**src/sv/lfr_pkg.sv**
```systemverilog
package lfr_pkg;

  localparam int TABLE_DEPTH   = 55;
  localparam int WORD_BITS     = 30;
  localparam int SHORT_LAG     = 24;
  localparam int DRAW_SHIFT    = 6;
  localparam int DRAW_BITS     = WORD_BITS - DRAW_SHIFT;
  localparam int IDX_W         = $clog2(TABLE_DEPTH);
  localparam int PARTNER_START = TABLE_DEPTH - SHORT_LAG;
  localparam int SEED_W        = 30;
  localparam int VAL_W         = 31;
  localparam int ACT_W         = 2;
  localparam int BW_W          = 5;

  typedef enum logic [ACT_W-1:0] {
    ACT_RESEED = 2'd0,
    ACT_RAW    = 2'd1,
    ACT_RANGE  = 2'd2,
    ACT_BITS   = 2'd3
  } act_t;

  typedef struct packed {
    logic cap;
    logic fill_init;
    logic fill_step;
    logic rd;
    logic wr;
    logic out_load;
  } lfr_cmd_t;

  typedef struct packed {
    act_t in_action;
    logic in_trivial;
    act_t action;
    logic trivial;
    logic num_ok;
    logic fill_last;
  } lfr_stat_t;

endpackage

```
**src/sv/lfr_channels.sv**
```systemverilog
interface lfr_req_if;
  import lfr_pkg::*;
  logic                    valid;
  logic                    ready;
  logic [ACT_W-1:0]        action;
  logic signed [VAL_W-1:0] range_low;
  logic signed [VAL_W-1:0] range_high;
  logic [BW_W-1:0]         bit_width;
  modport source (output valid, action, range_low, range_high, bit_width, input ready);
  modport sink (input valid, action, range_low, range_high, bit_width, output ready);
endinterface

interface lfr_rsp_if;
  import lfr_pkg::*;
  logic                    valid;
  logic                    ready;
  logic signed [VAL_W-1:0] value;
  modport source (output valid, value, input ready);
  modport sink (input valid, value, output ready);
endinterface

interface lfr_cfg_if;
  import lfr_pkg::*;
  logic              valid;
  logic              ready;
  logic [SEED_W-1:0] seed;
  modport source (output valid, seed, input ready);
  modport sink (input valid, seed, output ready);
endinterface

```
**src/sv/lagged_fibonacci_range_rng.sv**
```systemverilog
// Raw and bits items pass through the table read, add and write back states (READ, SUM)
// to FINISH, where the result is loaded once the output slot is free; only then is the
// next item accepted. A range item repeats that draw loop for each rejected draw; a range
// that needs no draw goes straight to FINISH; a reseed gives its result after refilling the table.
// After reset the block fills its table from seed 0 and takes no item while it fills;
// configuration writes are taken at any time.
module lagged_fibonacci_range_rng (
  input logic    clk,
  input logic    rst,
  lfr_cfg_if.sink  cfg,
  lfr_req_if.sink  req,
  lfr_rsp_if.source rsp
);
  import lfr_pkg::*;

  lfr_cmd_t  cmd;
  lfr_stat_t stat;

  assign cfg.ready = 1'b1;

  lfr_ctrl u_ctrl (
    .clk       (clk),
    .rst       (rst),
    .in_valid  (req.valid),
    .in_ready  (req.ready),
    .out_valid (rsp.valid),
    .out_ready (rsp.ready),
    .stat      (stat),
    .cmd       (cmd)
  );

  lfr_dpath u_dpath (
    .clk        (clk),
    .rst        (rst),
    .cmd        (cmd),
    .stat       (stat),
    .seed_we    (cfg.valid),
    .seed_in    (cfg.seed),
    .action     (req.action),
    .range_low  (req.range_low),
    .range_high (req.range_high),
    .bit_width  (req.bit_width),
    .value      (rsp.value)
  );

endmodule

```
**src/sv/lfr_ctrl.sv**
```systemverilog
module lfr_ctrl (
  input  logic               clk,
  input  logic               rst,
  input  logic               in_valid,
  output logic               in_ready,
  output logic               out_valid,
  input  logic               out_ready,
  input  lfr_pkg::lfr_stat_t stat,
  output lfr_pkg::lfr_cmd_t  cmd
);
  import lfr_pkg::*;

  typedef enum logic [2:0] {
    S_IDLE,
    S_FILL,
    S_READ,
    S_SUM,
    S_FINISH
  } state_t;

  state_t state;
  logic   reply;
  logic   slot_free;
  logic   retry;

  assign slot_free = !out_valid || out_ready;
  assign retry     = (stat.action == ACT_RANGE) && !stat.trivial && !stat.num_ok;
  assign in_ready  = (state == S_IDLE);

  always_comb begin
    cmd           = '0;
    cmd.cap       = (state == S_IDLE) && in_valid;
    cmd.fill_init = cmd.cap && (stat.in_action == ACT_RESEED);
    cmd.fill_step = (state == S_FILL);
    cmd.rd        = (state == S_READ);
    cmd.wr        = (state == S_SUM);
    cmd.out_load  = (state == S_FINISH) && !retry && slot_free;
  end

  always_ff @(posedge clk) begin
    if (rst) begin
      state     <= S_FILL;
      reply     <= 1'b0;
      out_valid <= 1'b0;
    end else begin
      if (cmd.out_load) begin
        out_valid <= 1'b1;
      end else if (out_ready) begin
        out_valid <= 1'b0;
      end
      case (state)
        S_IDLE: begin
          if (in_valid) begin
            case (stat.in_action)
              ACT_RESEED: begin
                state <= S_FILL;
                reply <= 1'b1;
              end
              ACT_RANGE: state <= stat.in_trivial ? S_FINISH : S_READ;
              default:   state <= S_READ;
            endcase
          end
        end
        S_FILL: begin
          if (stat.fill_last) begin
            state <= reply ? S_FINISH : S_IDLE;
            reply <= 1'b0;
          end
        end
        S_READ: state <= S_SUM;
        S_SUM:  state <= S_FINISH;
        S_FINISH: begin
          if (retry) begin
            state <= S_READ;
          end else if (slot_free) begin
            state <= S_IDLE;
          end
        end
        default: state <= S_IDLE;
      endcase
    end
  end

  a_load_free: assert property (@(posedge clk) disable iff (rst)
    cmd.out_load |-> (!out_valid || out_ready))
    else $error("result loaded over a waiting item");

  a_read_write: assert property (@(posedge clk) disable iff (rst)
    cmd.rd |=> cmd.wr)
    else $error("table read not followed by its write back");

  a_no_accept_fill: assert property (@(posedge clk) disable iff (rst)
    cmd.fill_step |=> (!in_ready || !cmd.fill_step))
    else $error("item accepted while the table is being filled");

endmodule

```
**src/sv/lfr_dpath.sv**
```systemverilog
module lfr_dpath (
  input  logic                             clk,
  input  logic                             rst,
  input  lfr_pkg::lfr_cmd_t                cmd,
  output lfr_pkg::lfr_stat_t               stat,
  input  logic                             seed_we,
  input  logic [lfr_pkg::SEED_W-1:0]       seed_in,
  input  logic [lfr_pkg::ACT_W-1:0]        action,
  input  logic signed [lfr_pkg::VAL_W-1:0] range_low,
  input  logic signed [lfr_pkg::VAL_W-1:0] range_high,
  input  logic [lfr_pkg::BW_W-1:0]         bit_width,
  output logic signed [lfr_pkg::VAL_W-1:0] value
);
  import lfr_pkg::*;

  function automatic logic [VAL_W-1:0] smear(input logic [VAL_W-1:0] x);
    logic [VAL_W-1:0] m;
    m = x;
    m = m | (m >> 1);
    m = m | (m >> 2);
    m = m | (m >> 4);
    m = m | (m >> 8);
    m = m | (m >> 16);
    return m;
  endfunction

  logic [WORD_BITS-1:0] lag_table [TABLE_DEPTH];

  logic [SEED_W-1:0]    seed;
  logic                 use_seed;
  logic [IDX_W-1:0]     fill_idx;
  logic [WORD_BITS-1:0] fill_a;
  logic [WORD_BITS-1:0] fill_b;
  logic [WORD_BITS-1:0] fill_wdata;
  logic [IDX_W-1:0]     wi;
  logic [IDX_W-1:0]     pi;
  logic [WORD_BITS-1:0] rd_w;
  logic [WORD_BITS-1:0] rd_p;
  logic [WORD_BITS-1:0] sum;
  logic [DRAW_BITS-1:0] draw_val;

  logic                 mem_we;
  logic [IDX_W-1:0]     mem_waddr;
  logic [WORD_BITS-1:0] mem_wdata;

  act_t                 act_r;
  logic [VAL_W-1:0]     lo_r;
  logic [VAL_W-1:0]     span_m1_r;
  logic [VAL_W-1:0]     mask_r;
  logic                 trivial_r;
  logic [BW_W-1:0]      bw_r;

  logic [VAL_W:0]       in_span_m1;
  logic                 in_trivial;
  logic [VAL_W-1:0]     range_num;
  logic [DRAW_BITS-1:0] bits_mask;
  logic [VAL_W-1:0]     result;

  assign in_span_m1 = {range_high[VAL_W-1], range_high} - {range_low[VAL_W-1], range_low};
  assign in_trivial = in_span_m1[VAL_W] || (in_span_m1 == '0) ||
                      ((range_low == '0) && (range_high == '0));

  always_comb begin
    if (fill_idx == '0) begin
      fill_wdata = use_seed ? WORD_BITS'(seed) : '0;
    end else if (fill_idx == IDX_W'(1)) begin
      fill_wdata = WORD_BITS'(1);
    end else begin
      fill_wdata = fill_a + fill_b;
    end
  end

  assign sum       = rd_w + rd_p;
  assign mem_we    = cmd.fill_step || cmd.wr;
  assign mem_waddr = cmd.fill_step ? fill_idx : wi;
  assign mem_wdata = cmd.fill_step ? fill_wdata : sum;

  always_ff @(posedge clk) begin
    if (mem_we) begin
      lag_table[mem_waddr] <= mem_wdata;
    end
    if (cmd.rd) begin
      rd_w <= lag_table[wi];
      rd_p <= lag_table[pi];
    end
  end

  always_ff @(posedge clk) begin
    if (rst) begin
      seed     <= '0;
      use_seed <= 1'b0;
      fill_idx <= '0;
      wi       <= '0;
      pi       <= IDX_W'(PARTNER_START);
    end else begin
      if (seed_we) begin
        seed <= seed_in;
      end
      if (cmd.fill_init) begin
        use_seed <= 1'b1;
        fill_idx <= '0;
        wi       <= '0;
        pi       <= IDX_W'(PARTNER_START);
      end else if (cmd.fill_step) begin
        fill_idx <= (fill_idx == IDX_W'(TABLE_DEPTH - 1)) ? '0 : fill_idx + 1'b1;
      end else if (cmd.wr) begin
        wi <= (wi == IDX_W'(TABLE_DEPTH - 1)) ? '0 : wi + 1'b1;
        pi <= (pi == IDX_W'(TABLE_DEPTH - 1)) ? '0 : pi + 1'b1;
      end
    end
  end

  always_ff @(posedge clk) begin
    if (cmd.fill_step) begin
      fill_a <= fill_b;
      fill_b <= fill_wdata;
    end
    if (cmd.wr) begin
      draw_val <= sum[WORD_BITS-1:DRAW_SHIFT];
    end
    if (cmd.cap) begin
      act_r     <= act_t'(action);
      lo_r      <= range_low;
      span_m1_r <= in_span_m1[VAL_W-1:0];
      mask_r    <= smear(in_span_m1[VAL_W-1:0]);
      trivial_r <= in_trivial;
      bw_r      <= bit_width;
    end
    if (cmd.out_load) begin
      value <= result;
    end
  end

  assign range_num = VAL_W'(draw_val) & mask_r;
  assign bits_mask = (int'(bw_r) >= DRAW_BITS) ? '1 : ((DRAW_BITS'(1) << bw_r) - 1'b1);

  always_comb begin
    case (act_r)
      ACT_RESEED: result = '0;
      ACT_RAW:    result = VAL_W'(draw_val);
      ACT_RANGE:  result = trivial_r ? lo_r : lo_r + range_num;
      ACT_BITS:   result = VAL_W'(draw_val & bits_mask);
      default:    result = '0;
    endcase
  end

  always_comb begin
    stat            = '0;
    stat.in_action  = act_t'(action);
    stat.in_trivial = in_trivial;
    stat.action     = act_r;
    stat.trivial    = trivial_r;
    stat.num_ok     = (range_num <= span_m1_r);
    stat.fill_last  = (fill_idx == IDX_W'(TABLE_DEPTH - 1));
  end

  a_lag_spacing: assert property (@(posedge clk) disable iff (rst)
    (pi > wi) ? ((pi - wi) == IDX_W'(PARTNER_START)) : ((wi - pi) == IDX_W'(SHORT_LAG)))
    else $error("write and partner indices lost their lag spacing");

  a_index_range: assert property (@(posedge clk) disable iff (rst)
    (int'(wi) < TABLE_DEPTH) && (int'(fill_idx) < TABLE_DEPTH))
    else $error("table index beyond the table depth");

endmodule

```
**src/flat_wrapper.sv**
```systemverilog
// flat-port wrapper written by rule: the top's interface ports become plain ports
module lagged_fibonacci_range_rng_flat import lfr_pkg::*;
  (clk, rst, cfg_valid, cfg_seed, cfg_ready, req_valid, req_action, req_range_low, req_range_high, req_bit_width, req_ready, rsp_valid, rsp_value, rsp_ready);
  lfr_cfg_if cfg_i ();
  lfr_req_if req_i ();
  lfr_rsp_if rsp_i ();
  input logic clk;
  input logic rst;
  input wire logic [$bits(cfg_i.valid)-1:0] cfg_valid;
  input wire logic [$bits(cfg_i.seed)-1:0] cfg_seed;
  output wire logic [$bits(cfg_i.ready)-1:0] cfg_ready;
  input wire logic [$bits(req_i.valid)-1:0] req_valid;
  input wire logic [$bits(req_i.action)-1:0] req_action;
  input wire logic [$bits(req_i.range_low)-1:0] req_range_low;
  input wire logic [$bits(req_i.range_high)-1:0] req_range_high;
  input wire logic [$bits(req_i.bit_width)-1:0] req_bit_width;
  output wire logic [$bits(req_i.ready)-1:0] req_ready;
  output wire logic [$bits(rsp_i.valid)-1:0] rsp_valid;
  output wire logic [$bits(rsp_i.value)-1:0] rsp_value;
  input wire logic [$bits(rsp_i.ready)-1:0] rsp_ready;
  assign cfg_i.valid = cfg_valid;
  assign cfg_i.seed = cfg_seed;
  assign cfg_ready = cfg_i.ready;
  assign req_i.valid = req_valid;
  assign req_i.action = req_action;
  assign req_i.range_low = req_range_low;
  assign req_i.range_high = req_range_high;
  assign req_i.bit_width = req_bit_width;
  assign req_ready = req_i.ready;
  assign rsp_valid = rsp_i.valid;
  assign rsp_value = rsp_i.value;
  assign rsp_i.ready = rsp_ready;
  lagged_fibonacci_range_rng u_core (.clk(clk), .rst(rst), .cfg(cfg_i), .req(req_i), .rsp(rsp_i));
endmodule
```
**config.mk**
```make
export PLATFORM = sky130hd
export DESIGN_NAME = lagged_fibonacci_range_rng_flat
export DESIGN_NICKNAME = d
export VERILOG_FILES = /design/src/sv/lfr_pkg.sv /design/src/sv/lfr_channels.sv /design/src/sv/lagged_fibonacci_range_rng.sv /design/src/sv/lfr_ctrl.sv /design/src/sv/lfr_dpath.sv /design/src/flat_wrapper.sv
export SDC_FILE = /design/constraint.sdc
export NUM_CORES = 2
export LEC_CHECK = 0
export BUFFER_PORTS_ARGS = -buffer_cell sky130_fd_sc_hd__buf_2
export CELL_PAD_IN_SITES_DETAIL_PLACEMENT = 1
export CELL_PAD_IN_SITES_GLOBAL_PLACEMENT = 2
export CORE_ASPECT_RATIO = 1.4
export CORE_MARGIN = 1
export CORE_UTILIZATION = 48
export DETAILED_ROUTE_END_ITERATION = 10
export PLACE_DENSITY = 0.84
export SLEW_MARGIN = 20
export SYNTH_ARGS = -nofsm -noshare
export SYNTH_HDL_FRONTEND = slang
export SYNTH_SLANG_ARGS = --single-unit
```
**constraint.sdc**
```tcl
create_clock -name clk -period 15.81 [get_ports clk]
set_clock_uncertainty 0.05 [all_clocks]
set_input_delay 3.9525 -clock clk [delete_from_list [all_inputs] [get_ports clk]]
set_output_delay 3.9525 -clock clk [all_outputs]
set_load 0.01 [all_outputs]
```
Word level (Yosys, flattened, before mapping)
Memory sizes are Yosys's and may differ from the RTL's. A register that Yosys moved wholly into a read port is not among the register bits.
Index checks and enable logic that the tools add are counted.
- bitwise logic cells: 8
- reductions and logical operators: 28
- equal/unequal tests: 16
- shift-type cells: 1
- add/subtract/negate cells: 8
- muxes and demuxes: 27
- $lt $le $gt $ge: 2
- operator list (cell ; count):
    $pmux W31 S4 ; 1
    $mux W30 ; 4
    $logic_not A31 Y1 ; 2
    $add A30 B30 Y30 ; 2
    $logic_not A32 Y1 ; 1
    $sub A31 B31 Y32 ; 1
    $add A31 B31 Y31 ; 1
    $and A24 B31 Y31 ; 1
    $le A31 B31 Y1 ; 1
    $mux W31 ; 1
    $or A31 B15 Y31 ; 1
    $or A31 B23 Y31 ; 1
    $or A31 B27 Y31 ; 1
    $or A31 B29 Y31 ; 1
    $or A31 B30 Y31 ; 1
    $and A24 B24 Y24 ; 1
    $mux W24 ; 1
    $mux W6 ; 4
    $shl A1 B5 Y24 const A ; 1
    $sub A24 B1 Y24 const B ; 1
    $add A6 B1 Y6 const B ; 3
    $eq A6 B6 Y1 const B ; 3
    $mux W3 ; 6
    $pmux W3 S5 ; 1
    other kinds (25) ; 49
- bits of input ports: 104
- memories: 1
- bits in registers: 270
- RAM bits: 1650
- word-level logic and storage cells: 109
- output and inout port bits: 34
- memories (memory ; depth ; bits a word ; read ports ; clocked after Yosys merged registers in ; write ports ; line ; RTL):
    u_core.u_dpath.lag_table ; 55 ; 30 ; 2 ; 2 ; 1 ; lfr_dpath.sv:27 ; logic [WORD_BITS-1:0] lag_table [TABLE_DEPTH];

Logic depth before layout (Yosys ltp)
- word-level depth: 8
- gate-level depth with buffers: 14
- mapped depth without buffers: 14

Modules after synthesis
From an unflattened synthesis, not the netlist that was laid out.
- cells, all modules: 5064
- area, all modules: 94595.7 um^2
- by module, submodules not included (module ; sequential area each (um^2) ; area each (um^2) ; cells each ; instances):
    lfr_dpath ; 58606.2 ; 94279.2 ; 5024 ; 1
    lfr_ctrl ; 100.1 ; 305.3 ; 38 ; 1
    lagged_fibonacci_range_rng ; 0.0 ; 11.3 ; 2 ; 1

Worst setup path before layout
OpenSTA, ideal clock, no wires.
- kind: input to register
- start point: input port req_range_high[0]
- end point: register u_core.u_dpath.mask_r[15], data pin
- path buffers: 0
- setup slack: 8.724 ns
- required time: 15.495 ns
- library setup time: 0.265 ns
- cell stages on the path: 13
- arrival time: 6.771 ns
- cell sequence: inv_1 -> ha_1 -> fa_1 -> nand2b_1 -> a21o_1 -> a21o_1 -> o21ai_2 -> a31oi_4 -> xnor2_1 -> or3_1 -> nand4b_4 -> or3_4 -> or3_1
- word-level cells in the longest chain between the ends: 6
- RTL lines (element ; line ; RTL):
    start, declared ; flat_wrapper.sv:15 ; input wire logic [$bits(req_i.range_high)-1:0] req_range_high;
    $sub A31 B31 Y32 ; lfr_dpath.sv:59 ; assign in_span_m1 = {range_high[VAL_W-1], range_high} - {range_low[VAL_W-1], range_low};
    named net u_core.u_dpath.in_span_m1[26] ; lfr_dpath.sv:53 ; logic [VAL_W:0] in_span_m1;
    $or A31 B30 Y31 ; lfr_dpath.sv:19 ; m = m | (m >> 1);
    $or A31 B29 Y31 ; lfr_dpath.sv:20 ; m = m | (m >> 2);
    $or A31 B27 Y31 ; lfr_dpath.sv:21 ; m = m | (m >> 4);
    $or A31 B23 Y31 ; lfr_dpath.sv:22 ; m = m | (m >> 8);
    $or A31 B15 Y31 ; lfr_dpath.sv:23 ; m = m | (m >> 16);
    end signal, assigned ; lfr_dpath.sv:125 ; mask_r <= smear(in_span_m1[VAL_W-1:0]);
    end, declared ; lfr_dpath.sv:49 ; logic [VAL_W-1:0] mask_r;
The timed path passes the listed nets, and every way through them passes these cells.
A chain may end at the register's enable or synchronous reset.

Worst setup path in the final report
- start point: input port req_range_low[21]
- end point: register u_core.u_dpath.mask_r[2], data pin
- word-level cells in the longest chain between the ends: 6
- RTL lines (element ; line ; RTL):
    start, declared ; flat_wrapper.sv:14 ; input wire logic [$bits(req_i.range_low)-1:0] req_range_low;
    $sub A31 B31 Y32 ; lfr_dpath.sv:59 ;
    named net u_core.u_dpath.in_span_m1[29] ; lfr_dpath.sv:53 ;
    $or A31 B30 Y31 ; lfr_dpath.sv:19 ;
    $or A31 B29 Y31 ; lfr_dpath.sv:20 ;
    $or A31 B27 Y31 ; lfr_dpath.sv:21 ;
    $or A31 B23 Y31 ; lfr_dpath.sv:22 ;
    $or A31 B15 Y31 ; lfr_dpath.sv:23 ;
The timed path passes the listed nets, and every way through them passes these cells.

==> results.yml <==
outcome:
  outcome: "completed"
setup_path:
  crit_chain: "buf_2 > inv_1 > ha_1 > nand4_1 > nor3_1 > nand2_1 > a311oi_1 > nor3b_1 > a211oi_1 > a21oi_1 > nand4b_4 > nor3_1 > nand3b_1"
  cp_common_cell: "nor3_1"
  reg2reg_from: "u_core.u_dpath.pi[0]"
  cpPeakStageDelay_ns: 0.87
  critical_path_buf_inv_count: 2
  cpLargestDelayFamily: "simple AND/OR/NAND/NOR gates"
  crit_start: "req_range_low[21]"
  required_ns: 16.33
  cp.arrival_ns: 8.17
  path_max_fanout: 12
  crit_cells: 13
  cpMaxStageDelayCell: "a311oi_1"
  r2r-end: "u_core.u_dpath.rd_p[18]"
  worst-r2r-cell-count: 6
  critPathKind: "in2reg"
  worstSetupStartpointType: "input port"
  ff2ff_setup_slack_ns: 10.43
  end_kind: "flop"
sta:
  worst_hold_slack_ns: 0.397
  setup_viol: 0
  period_needed_ns: 7.65
  tns_ns: 0
  hold_viol: 0
  rsz0062_at_grt: "no"
  fin_ws_ns: 8.16
  maxSlewHeadroom_pct: 19.7
  tightest_slew_ns: 1.20
  slew_viol_final: 0
  fin_crit_sh_pct: 48.4
  max_freq_ghz: 0.131
global_route:
  overflow: 0
  antenna_found_initial: 4
  grt_pass1_wl_mm: 435
  grt_max_degree: 135
  first_global_vias: 58700
  grt_usage_pct: 31.0
clock_network:
  ctsResizeCount: 0
  cts_inserted_buffers: 192
  cts.sinks: 1973
  clockBufferDepth: 4
  hold_buffers: 0
  cts.clk_slew.worst_paths_ns: 0.06
  cts_tree: "built"
  cts_root_buffer: "clkbuf_16"
  clk_latency_ns: 0.87
  htree_levels: 4
  cts_setup_buffers: 0
yosys:
  yosysSeqAreaShare_pct: 61.7
  synth_flop_cell: "edfxtp_1"
  syn_area_per_cell_sq_um: 18.4
  synth_cell_types: 87
  synthesis.area_sq_um: 95100
  yosysWarnings: 0
  synth_area_leader_cell: "edfxtp_1"
  synth_area_leaders: "edfxtp_1, mux4_2, ha_1"
  async_flop_share_pct: 0
  syn_nets: 5425
  synth_edf_count: 1919
  ys_ff_latch: 1973
  syn_inst: 5171
  synth_top_area_share_pct: 60.6
die:
  ios: 138
  rows: 193
  core-area_sq_um: 197000
  initial_core_util_pct: 48.2
  die_area_sq_um: 200000
  die_h_um: 529
  die_w_um: 378
routing:
  antenna_left: 0
  met2_length_mm: 157
  drtIter0Drc: 6605
  vias_per_cell: 6.93
  vias: 56100
  remaining_drc_errors: 0
  met1_length_mm: 103
  met3WireLength_mm: 25.7
  drt-total-wl_mm: 309
  wl_per_cell_um: 38.1
  drt_first_pass_iters: 7
  routed.top_layer: "met4"
placement:
  place_ws_ns: 7.42
  numPortBuffers: 136
  gp_congestion: 0.923
  hpwl_mm: 186
cells_and_area:
  fin_nets: 5574
  nFillCells: 17600
  drive_gt1_share_pct: 32.1
  area_growth_pct: 11.3
worst_hold_path:
  min_from: "u_core.u_dpath.fill_b[27]"
  whs_path_depth: 0
  worstHoldPathType: "reg2reg"
  holdPathEnd: "u_core.u_dpath.fill_a[27]"
power:
  leakage_uw: 0.0351
  vdd_ir_drop_max_mv: 0.124
  pwr_density_cell_nw_per_um2: 104
flow_run:
  maxCapViolCount: 0
[report_power, final]
part	total, uW	internal [uW]	switching [uW]
clock	4600	2590	2010
sequential	5870	5840	28.7
combinational	490	157	333
[final cells by class]
class / count / area, sq um / share of cell area, %
Sequential cell: 1973 / 58700 / 55.5
Inverter: 106 / 408 / 0.385
Clock inverter: 107 / 1050 / 0.996
Tap cell: 2632 / 3290 / 3.11
Multi-Input combinational cell: 2766 / 35300 / 33.3
Clock buffer: 226 / 5030 / 4.75
Antenna cell: 4 / 10.0 / 0.00945
Timing Repair Buffer: 281 / 2070 / 1.95
[cells in the mapped netlist (8+ instances only)]
cell and count:
o31ai_1 14, xnor2_1 69, buf_1 78, or3_1 27
nand4_1 23, or4_1 8, edfxtp_1 1919, a21oi_1 135
xor2_1 28, clkbuf_1 240, mux2i_1 105, o21bai_1 21
dfxtp_1 54, o21a_1 16, o22ai_1 8, mux4_2 1020
and2_1 32, nand2b_1 22, nor2_1 213, a211oi_1 16
or2_2 11, a21o_1 58, nor2b_1 22, inv_1 105
a31oi_1 21, mux2_2 76, nor4_1 27, nand2_1 226
o211ai_1 25, o21ai_0 164, nand3_1 69, nor3_1 38
and3_1 17, ha_1 146
[metal layers]
layer	global-route usage, %	up-vias
met5	0	-
met4	19.8	0
met3	5.24	850
met2	52.6	3271
met1	36.4	29900
li1	-	22100
[worst register-to-register path: cells and delay by family (launching register included)]
kind,cells,cell delay [ns]
buffers and inverters,3,2.47
flip-flops,1,0.91
multiplexers,3,1.66
[kinds of logic after synthesis]
kind of cell,synth area share (%)
AO/OA/AOI/OAI,3.76
XOR/XNOR,0.893
adder cells (fa/ha/maj),2.00
buffers and inverters,1.72
flip-flops,61.7
multiplexers,26.2
other,0.00394
AND/OR/NAND/NOR,3.75
[through the flow]
stage               cell area [sq um]  cells  util (%)  total power (uW)
finish                         106000   8095      53.7             11000
detailed placement              99700   7753      50.5              6450
floorplan                       95100   5171         -              6240
global placement                99500   7747      50.4              6420
global route                   106000   8092      53.7             11200
CTS                            106000   8086      53.6             11000
[placed cells by master, fill, tap and decap left out, drive strengths merged, types with 21 or more instances in the layout]
cell type,instances
or3,28
nand3,69
o211ai,26
nand4,23
dfxtp,54
a21oi,135
mux2,76
mux2i,105
inv,108
nor2b,22
o21bai,21
nand2b,22
xnor2,69
nand2,226
o21ai,171
a31oi,22
nor3,38
buf,281
edfxtp,1919
mux4,1020
nor4,27
clkinv,77
a21o,58
ha,146
clkbuf,226
nor2,213
xor2,28
and2,32
[how the worst max path moves through the flow]
| stage | endpoint |
|---|---|
| 5_1_grt | u_core.u_dpath.mask_r[2] |
| 3_5_place_dp | u_core.u_dpath.mask_r[2] |
| 2_1_floorplan | u_core.u_dpath.mask_r[15] |
| 6_report | u_core.u_dpath.mask_r[2] |
| 3_3_place_gp | u_core.u_dpath.mask_r[2] |
| 4_1_cts | u_core.u_dpath.mask_r[2] |
[state kept, by name, indices dropped and copies added, names as in the netlist, 24 cells and up]
register and count:
u_core.u_dpath.draw_val 24, u_core.u_dpath.fill_a 30, u_core.u_dpath.fill_b 30, u_core.u_dpath.lag_table 1650, u_core.u_dpath.lo_r 31, u_core.u_dpath.mask_r 24
u_core.u_dpath.rd_p 30, u_core.u_dpath.rd_w 30, u_core.u_dpath.seed 30, u_core.u_dpath.span_m1_r 31, u_core.u_dpath.value 31
Power figures use the tool's default switching activity.
